[config.mk]
export PLATFORM = sky130hd
export DESIGN_NAME = presence_motion_event_detector_flat
export DESIGN_NICKNAME = d
export VERILOG_FILES = /design/src/hdl/pmed_pkg.sv /design/src/hdl/pmed_in_if.sv /design/src/hdl/pmed_out_if.sv /design/src/hdl/presence_motion_event_detector.sv /design/src/flat_wrapper.sv
export SDC_FILE = /design/constraint.sdc
export NUM_CORES = 1
export LEC_CHECK = 0
export ABC_AREA = 1
export BUFFER_PORTS_ARGS = -buffer_cell sky130_fd_sc_hd__buf_2
export CAP_MARGIN = 30
export CORE_MARGIN = 10
export CORE_UTILIZATION = 66
export CTS_BUF_LIST = sky130_fd_sc_hd__clkbuf_16
export DETAILED_ROUTE_END_ITERATION = 10
export GPL_ROUTABILITY_DRIVEN = 0
export MAX_ROUTING_LAYER = met4
export PLACE_DENSITY_LB_ADDON = 0.3
export REMOVE_ABC_BUFFERS = 1
export SLEW_MARGIN = 20
export SYNTH_ARGS = -nofsm -noshare
export SYNTH_HDL_FRONTEND = slang
export SYNTH_SLANG_ARGS = --single-unit
[constraint.sdc]
create_clock -name clk_i -period 5.4 [get_ports clk_i]
set_input_delay 0.54 -clock clk_i [delete_from_list [all_inputs] [get_ports clk_i]]
set_output_delay 0.54 -clock clk_i [all_outputs]
set_load 0.02 [all_outputs]
[src/hdl/pmed_pkg.sv]
// ----------------------------------------------------------------------------
// pmed_pkg: shared types and constants for the presence and motion detector
// Holds the item layouts, event codes, register indexes and reset values.
// ----------------------------------------------------------------------------
package pmed_pkg;

  // Distance kept in millimetres (raw quarter-mm sample shifted right by two)
  localparam int unsigned DistW   = 13;
  localparam int unsigned RawW    = 15;
  localparam int unsigned StatusW = 8;
  localparam int unsigned WordW   = 32;
  localparam int unsigned ThrW    = 16;
  localparam int unsigned CfgIdxW = 2;

  localparam logic [DistW-1:0] StartMin     = 13'd3500;
  localparam logic [DistW-1:0] PrevMinReset = 13'd400;

  localparam logic [ThrW-1:0]  DistThrReset    = 16'd400;
  localparam logic [WordW-1:0] MotionThrReset  = 32'd3000000;
  localparam logic [WordW-1:0] NearPeriodReset = 32'd10000;
  localparam logic [WordW-1:0] ImmobileToReset = 32'd2000;

  typedef enum logic [1:0] {
    EV_REPORT = 2'd0,
    EV_NEAR   = 2'd1,
    EV_MOTION = 2'd2,
    EV_STILL  = 2'd3
  } event_kind_e;

  typedef enum logic [CfgIdxW-1:0] {
    CFG_DIST_THR    = 2'd0,
    CFG_MOTION_THR  = 2'd1,
    CFG_NEAR_PERIOD = 2'd2,
    CFG_IMMOBILE_TO = 2'd3
  } cfg_idx_e;

  typedef struct packed {
    logic [RawW-1:0]    zone_distance_raw;
    logic [StatusW-1:0] zone_status;
    logic [WordW-1:0]   zone_motion;
    logic               frame_end;
    logic [WordW-1:0]   time_now;
  } in_item_t;

  typedef struct packed {
    event_kind_e      event_kind;
    logic [DistW-1:0] frame_min_distance;
    logic [WordW-1:0] frame_max_motion;
    logic             last_of_run;
  } out_item_t;

  // One finished frame waiting to be sent as a run of results
  typedef struct packed {
    logic [DistW-1:0] min_dist;
    logic [WordW-1:0] max_motion;
    logic             near;
    logic             ms_valid;
    event_kind_e      ms_kind;
  } frame_rec_t;

endpackage

[src/hdl/pmed_in_if.sv]
// ----------------------------------------------------------------------------
// pmed_in_if: zone sample channel
// Valid/ready channel that carries one zone sample per transaction.
// ----------------------------------------------------------------------------
interface pmed_in_if;
  logic               valid;
  logic               ready;
  pmed_pkg::in_item_t data;

  modport source (output valid, output data, input ready);
  modport sink   (input valid, input data, output ready);
endinterface

[src/hdl/pmed_out_if.sv]
// ----------------------------------------------------------------------------
// pmed_out_if: event result channel
// Valid/ready channel that carries one frame report or event per transaction.
// ----------------------------------------------------------------------------
interface pmed_out_if;
  logic                valid;
  logic                ready;
  pmed_pkg::out_item_t data;

  modport source (output valid, output data, input ready);
  modport sink   (input valid, input data, output ready);
endinterface

[src/hdl/presence_motion_event_detector.sv]
// ----------------------------------------------------------------------------
// presence_motion_event_detector: per-frame presence and motion events
// Folds zone samples into a frame minimum distance and maximum motion and
// turns each frame end into a report plus optional near/motion/still events.
// ----------------------------------------------------------------------------
// Usage:
//   in_i   carries one zone sample per transaction. Samples are folded into
//          the running minimum distance and maximum motion in the cycle they
//          are accepted, so one sample can be taken every cycle.
//   out_o  carries the results. A sample with frame_end set yields a run of
//          one to three results: frame report, then near, then motion
//          started or still. last_of_run marks the final one of the run.
//   cfg_*  writes a threshold register; write only while idle.
// Output: a frame end sample's record is registered into the record queue
//   when accepted; a run moves one result per cycle while out_o.ready holds.
// Throughput: one sample per cycle. Finished frames wait in a two-entry
//   record queue; in_i.ready drops only while both entries are occupied,
//   i.e. when the receiver stalls or frames end closer than their runs drain.
// Reset: thresholds return to their defaults, running values restart, the
//   block is immobile and the record queue is empty.
// ----------------------------------------------------------------------------
module presence_motion_event_detector (
  input  logic                             clk_i,
  input  logic                             rst_ni,
  pmed_in_if.sink                          in_i,
  pmed_out_if.source                       out_o,
  input  logic                             cfg_we_i,
  input  logic [pmed_pkg::CfgIdxW-1:0]     cfg_idx_i,
  input  logic [pmed_pkg::WordW-1:0]       cfg_wdata_i
);
  import pmed_pkg::*;

  typedef enum logic [2:0] {
    PH_REPORT = 3'b001,
    PH_NEAR   = 3'b010,
    PH_MS     = 3'b100
  } phase_e;

  // Configuration registers
  logic [ThrW-1:0]  dist_thr_q;
  logic [WordW-1:0] motion_thr_q;
  logic [WordW-1:0] near_period_q;
  logic [WordW-1:0] immobile_to_q;

  // Frame tracking state
  logic [DistW-1:0] run_min_q, run_min_d;
  logic [WordW-1:0] run_max_q, run_max_d;
  logic [DistW-1:0] prev_min_q, prev_min_d;
  logic [WordW-1:0] last_near_q, last_near_d;
  logic [WordW-1:0] last_motion_q, last_motion_d;
  logic             still_q, still_d;

  // Record queue and output sequencing
  frame_rec_t rec_q [2];
  logic       wr_ptr_q, rd_ptr_q;
  logic [1:0] count_q, count_d;
  phase_e     phase_q, phase_d;

  logic [DistW-1:0] dist_mm;
  logic [DistW-1:0] cur_min;
  logic [WordW-1:0] cur_max;
  logic             in_fire, push, out_fire, pop;
  logic             near_hit, motion_hit, start_hit, still_hit;
  frame_rec_t       new_rec;
  frame_rec_t       head;
  event_kind_e      out_kind;
  logic             out_last;

  // Accept while a queue slot is free
  assign in_i.ready = (count_q != 2'd2);
  assign in_fire    = in_i.valid & in_i.ready;
  assign push       = in_fire & in_i.data.frame_end;

  // Fold the current zone into the running values
  always_comb begin
    dist_mm = in_i.data.zone_distance_raw[RawW-1:2];
    cur_min = ((|in_i.data.zone_status) && (dist_mm < run_min_q)) ? dist_mm : run_min_q;
    cur_max = (in_i.data.zone_motion > run_max_q) ? in_i.data.zone_motion : run_max_q;
  end

  // Frame end decisions; timestamp differences wrap modulo 2^32
  always_comb begin
    near_hit   = ({3'b000, cur_min} <= dist_thr_q)
              && ({3'b000, prev_min_q} > dist_thr_q)
              && ((in_i.data.time_now - last_near_q) >= near_period_q);
    motion_hit = (cur_max >= motion_thr_q);
    start_hit  = motion_hit && still_q;
    still_hit  = !motion_hit && !still_q
              && ((in_i.data.time_now - last_motion_q) > immobile_to_q);

    new_rec.min_dist   = cur_min;
    new_rec.max_motion = cur_max;
    new_rec.near       = near_hit;
    new_rec.ms_valid   = start_hit | still_hit;
    new_rec.ms_kind    = start_hit ? EV_MOTION : EV_STILL;
  end

  // Next state of the tracking registers
  always_comb begin
    run_min_d     = run_min_q;
    run_max_d     = run_max_q;
    prev_min_d    = prev_min_q;
    last_near_d   = last_near_q;
    last_motion_d = last_motion_q;
    still_d       = still_q;
    if (in_fire) begin
      if (in_i.data.frame_end) begin
        // Restart the running values for the next frame
        run_min_d  = StartMin;
        run_max_d  = '0;
        prev_min_d = cur_min;
        if (near_hit) begin
          last_near_d = in_i.data.time_now;
        end
        if (motion_hit) begin
          last_motion_d = in_i.data.time_now;
        end
        if (start_hit) begin
          still_d = 1'b0;
        end else if (still_hit) begin
          still_d = 1'b1;
        end
      end else begin
        run_min_d = cur_min;
        run_max_d = cur_max;
      end
    end
  end

  always_ff @(posedge clk_i or negedge rst_ni) begin
    if (!rst_ni) begin
      run_min_q     <= StartMin;
      run_max_q     <= '0;
      prev_min_q    <= PrevMinReset;
      last_near_q   <= '0;
      last_motion_q <= '0;
      still_q       <= 1'b1;
    end else begin
      run_min_q     <= run_min_d;
      run_max_q     <= run_max_d;
      prev_min_q    <= prev_min_d;
      last_near_q   <= last_near_d;
      last_motion_q <= last_motion_d;
      still_q       <= still_d;
    end
  end

  // Configuration writes
  always_ff @(posedge clk_i or negedge rst_ni) begin
    if (!rst_ni) begin
      dist_thr_q    <= DistThrReset;
      motion_thr_q  <= MotionThrReset;
      near_period_q <= NearPeriodReset;
      immobile_to_q <= ImmobileToReset;
    end else if (cfg_we_i) begin
      unique case (cfg_idx_e'(cfg_idx_i))
        CFG_DIST_THR:    dist_thr_q    <= cfg_wdata_i[ThrW-1:0];
        CFG_MOTION_THR:  motion_thr_q  <= cfg_wdata_i;
        CFG_NEAR_PERIOD: near_period_q <= cfg_wdata_i;
        CFG_IMMOBILE_TO: immobile_to_q <= cfg_wdata_i;
        default: ;
      endcase
    end
  end

  // Present the head record as a run of results
  assign head = rec_q[rd_ptr_q];

  always_comb begin
    unique case (phase_q)
      PH_REPORT: begin
        out_kind = EV_REPORT;
        out_last = !head.near && !head.ms_valid;
      end
      PH_NEAR: begin
        out_kind = EV_NEAR;
        out_last = !head.ms_valid;
      end
      PH_MS: begin
        out_kind = head.ms_kind;
        out_last = 1'b1;
      end
      default: begin
        out_kind = EV_REPORT;
        out_last = 1'b1;
      end
    endcase
  end

  assign out_o.valid                   = (count_q != 2'd0);
  assign out_o.data.event_kind         = out_kind;
  assign out_o.data.frame_min_distance = head.min_dist;
  assign out_o.data.frame_max_motion   = head.max_motion;
  assign out_o.data.last_of_run        = out_last;

  assign out_fire = out_o.valid & out_o.ready;
  assign pop      = out_fire & out_last;

  // Advance through the run; drop the record after its last result
  always_comb begin
    phase_d = phase_q;
    if (out_fire) begin
      if (out_last) begin
        phase_d = PH_REPORT;
      end else if ((phase_q == PH_REPORT) && head.near) begin
        phase_d = PH_NEAR;
      end else begin
        phase_d = PH_MS;
      end
    end
    count_d = count_q + {1'b0, push} - {1'b0, pop};
  end

  always_ff @(posedge clk_i or negedge rst_ni) begin
    if (!rst_ni) begin
      wr_ptr_q <= 1'b0;
      rd_ptr_q <= 1'b0;
      count_q  <= 2'd0;
      phase_q  <= PH_REPORT;
    end else begin
      count_q <= count_d;
      phase_q <= phase_d;
      if (push) begin
        wr_ptr_q <= ~wr_ptr_q;
      end
      if (pop) begin
        rd_ptr_q <= ~rd_ptr_q;
      end
    end
  end

  // Record storage, payload only
  always_ff @(posedge clk_i) begin
    if (push) begin
      rec_q[wr_ptr_q] <= new_rec;
    end
  end

endmodule

[src/flat_wrapper.sv]
// flat-port wrapper written by rule: the top's interface ports become plain ports
module presence_motion_event_detector_flat import pmed_pkg::*;
  (clk_i, rst_ni, cfg_we_i, cfg_idx_i, cfg_wdata_i, in_i_valid, in_i_data, in_i_ready, out_o_valid, out_o_data, out_o_ready);
  pmed_in_if in_i_i ();
  pmed_out_if out_o_i ();
  input  logic clk_i;
  input  logic rst_ni;
  input  logic cfg_we_i;
  input  logic [pmed_pkg::CfgIdxW-1:0] cfg_idx_i;
  input  logic [pmed_pkg::WordW-1:0] cfg_wdata_i;
  input wire logic [$bits(in_i_i.valid)-1:0] in_i_valid;
  input wire logic [$bits(in_i_i.data)-1:0] in_i_data;
  output wire logic [$bits(in_i_i.ready)-1:0] in_i_ready;
  output wire logic [$bits(out_o_i.valid)-1:0] out_o_valid;
  output wire logic [$bits(out_o_i.data)-1:0] out_o_data;
  input wire logic [$bits(out_o_i.ready)-1:0] out_o_ready;
  assign in_i_i.valid = in_i_valid;
  assign in_i_i.data = in_i_data;
  assign in_i_ready = in_i_i.ready;
  assign out_o_valid = out_o_i.valid;
  assign out_o_data = out_o_i.data;
  assign out_o_i.ready = out_o_ready;
  presence_motion_event_detector u_core (.clk_i(clk_i), .rst_ni(rst_ni), .in_i(in_i_i), .out_o(out_o_i), .cfg_we_i(cfg_we_i), .cfg_idx_i(cfg_idx_i), .cfg_wdata_i(cfg_wdata_i));
endmodule
==> results by group <==
Die
  • Core area: 32500 µm²
  • Num rows: 66
  • I/O pins: 177
  • Initial Util: 0.668
  • Die H: 201 µm
  • Die area: 40600 µm²
  • Die X: 201 µm

Layout
  • Area Growth Syn to Fin: 11.7%
  • Share of layout cells above drive strength 1: 0.104
  • Final net count: 3293
  • Final instance area: 24300 µm²
  • Final antenna diode count: 0

Synth
  • Post-synth cell types: 44
  • Sequential element share of the synthesized area: 0.413
  • Mapped Area: 21700 µm²
  • Largest cells by area after synthesis: dfrtp_1 24%, nand2_1 15%, edfxtp_1 13%
  • Syn avg cell area: 7.83 µm²
  • Dominant synthesized flop cell: dfrtp_1
  • Ys Warns: 0
  • Synth top area share: 0.237
  • Flops & latches, synth: 338
  • Post-synth EDFFs: 96
  • Most frequent cell after synthesis: nand2_1
  • Yosys top cell by area: dfrtp_1
  • Mapped Cells: 2776
  • Ys async rst share: 0.716
  • Top cell types by occurrence after synthesis: 859 x nand2_1, 402 x inv_1, 230 x ha_1

Critical path
  • CP max-delay cell: dfstp_2
  • Startpoint types: flip-flop
  • Critical Path End Type: flip-flop
  • Crit-path max cell delay: 0.55 ns
  • Most used cell, CP: nand2_1
  • Critical path arrival: 4.81 ns
  • Setup CP Type: flip-flop to flip-flop
  • Crit path max fanout: 34
  • Worst Path Required: 5.80 ns
  • CP cell instances: inv_1 -> ha_1 -> nand2_1 -> inv_1 -> o21ai_0 -> nand3_1 -> nand3_1 -> nand3_1 -> inv_1 -> nand2_1 -> nand2_1 -> ha_1 -> a21oi_1 -> o21ai_0 -> a21oi_1 -> a21oi_1 -> nor2_4 -> buf_4 -> nand3_4 -> nand2_1 -> nand2_1

Route
  • Starting DRT DRC Count: 1639
  • DR vias/cell: 5.75
  • Pre-Repair DR Iteration Count: 8
  • Via count: 19600
  • DRC: 0
  • Antenna-violating nets left: 0
  • Routed len/inst: 17.2 µm
  • Overall routed net length: 58.4 mm

STA
  • Final setup fails: 0
  • Skew final: 0.0214 ns
  • Period utilization: 0.817
  • Slew Limit Fails: 0
  • Final worst slack: 0.988 ns
  • TNS Setup: 0 ns
  • Worst slew pin tran: 1.05 ns
  • Fmax: 227 MHz
  • RSZ-0062 raised after global routing: no
  • Minimum clock period: 4.41 ns
  • Final Hold Viols: 0
  • Relative slew slack: 0.299

Power and ir drop
  • VDD IR max: 0.409 mV
  • Power Density: 602 nW/µm²
  • Total power: 14.6 mW
  • Leak pwr: 12.5 nW

Clock network
  • CTS sink count: 338
  • Skew-Pair Late Insertion Delay: 0.53 ns
  • Clock tree root driver cell: clkbuf_16
  • Longest Clk Path Bufs: 3
  • Worst-path clk slew: 0.06 ns
  • Total CTS buffers: 36
  • Hold Buf Count CTS: 0
  • Post-CTS Repair Setup Buffers: 0
  • CTS H-tree depth: 2
  • CTS-repair resized insts: 0
  • TritonCTS clock tree: yes

Placed design
  • Final HPWL DP: 43.6 mm
  • DP Worst Slack: 0.979 ns
  • Dpl cell area: 23000 µm²
  • PortBufs: 174

Global route
  • Largest net degree at the start of global routing: 134
  • Total track usage: 0.288
  • Grt ovf: 0
  • Global-route wire length before repair: 94.8 mm
  • Antenna violations before repair: 0
  • Vias in the first global route: 19600

Flow run
  • MaxCap Viol Count: 0

Hold path
  • Hold/Removal Path Class: primary input to asynchronous set/reset pin

Run status
  • Status: finished clean
## report_power, final
part | leakage [nW] | switching [mW] | internal [mW] | total [mW]
Sequential | 3.87 | 0.394 | 3.59 | 3.99
Clock | 0.631 | 1.05 | 1.57 | 2.62
Combinational | 8.02 | 5.27 | 2.74 | 8.01
## metal layers
layer  wire length, µm  track usage  up-vias
met5                 0            -        -
met4              2100        0.108        0
met3              4760       0.0397      189
met2             28500        0.486      931
met1             23100        0.347     9104
li1                  -            -     9329
## sequential cells by signal, summed over array words and instances, names as in the netlist, 16 cells and up
signal	cells
u_core.last_motion_q	32
u_core.near_period_q	32
u_core.dist_thr_q	16
u_core.immobile_to_q	32
u_core.last_near_q	32
u_core.rec_q	96
u_core.run_max_q	32
u_core.motion_thr_q	32
## cell type report
class / count / area, µm²
multi-input combinational: 1959 / 10900
fill: 2432 / 8260
inverter: 404 / 1520
timing repair buffer: 195 / 1060
tap: 442 / 553
clock inverter: 27 / 299
clock buffer: 38 / 951
sequential: 338 / 8980
## metrics by stage
| stage | hold slack [ns] | instances | util |
|---|---|---|---|
| after detailed placement | 0.458 | 3338 | 0.708 |
| after global routing | 0.193 | 3403 | 0.746 |
| after CTS | 0.175 | 3403 | 0.746 |
| final | 0.0854 | 3403 | 0.746 |
| after floorplan | 0.244 | 2701 | - |
| after global placement | 0.454 | 3336 | 0.707 |
## cells in the final DEF, fill, tap and decap left out, types with 56 or more instances in the layout
cell      count
edfxtp_1     96
ha_1        230
a21oi_1     158
nand2_1     859
nand4_1      56
dfrtp_1     206
o21ai_0     189
nand3_1     142
buf_2       173
inv_1       409
nor2_1      117
## final timing paths
| path | depth (start not counted) | slack, ns | start | end |
|---|---|---|---|---|
| min reg2reg | 2 | 0.47 | u_core.last_near_q[3]$_DFFE_PN0P_ | u_core.last_near_q[3]$_DFFE_PN0P_ |
| max reg2reg | 21 | 0.99 | u_core.run_min_q[2]$_DFFE_PN1P_ | u_core.last_near_q[9]$_DFFE_PN0P_ |
| min | 1 | 0.09 | rst_ni | u_core.last_near_q[4]$_DFFE_PN0P_ |
| max in group asynchronous | 2 | 3.85 | rst_ni | u_core.last_near_q[7]$_DFFE_PN0P_ |
| max | 21 | 0.99 | u_core.run_min_q[2]$_DFFE_PN1P_ | u_core.last_near_q[9]$_DFFE_PN0P_ |
| min in group clk_i | 3 | 0.30 | cfg_wdata_i[19] | u_core.motion_thr_q[19]$_DFFE_PN1P_ |
## kinds of logic after synthesis
kind of cell               share of synthesized area
xor gates and xnor gates                      0.0234
DFF                                            0.413
and+or+nand+nor                                0.241
buffers and inverters                         0.0862
AOI/OAI and AO/OA                              0.103
adders and majority gates                      0.134
## critical path: cells and delay by family (launching register included)
family | cells | cell delay, ns
DFF | 1 | 0.55
adders and majority gates | 2 | 0.57
buffers and inverters | 4 | 0.75
AOI/OAI and AO/OA | 5 | 0.73
and+or+nand+nor | 10 | 1.64
Note: power is estimated with default switching activity, not from simulation.
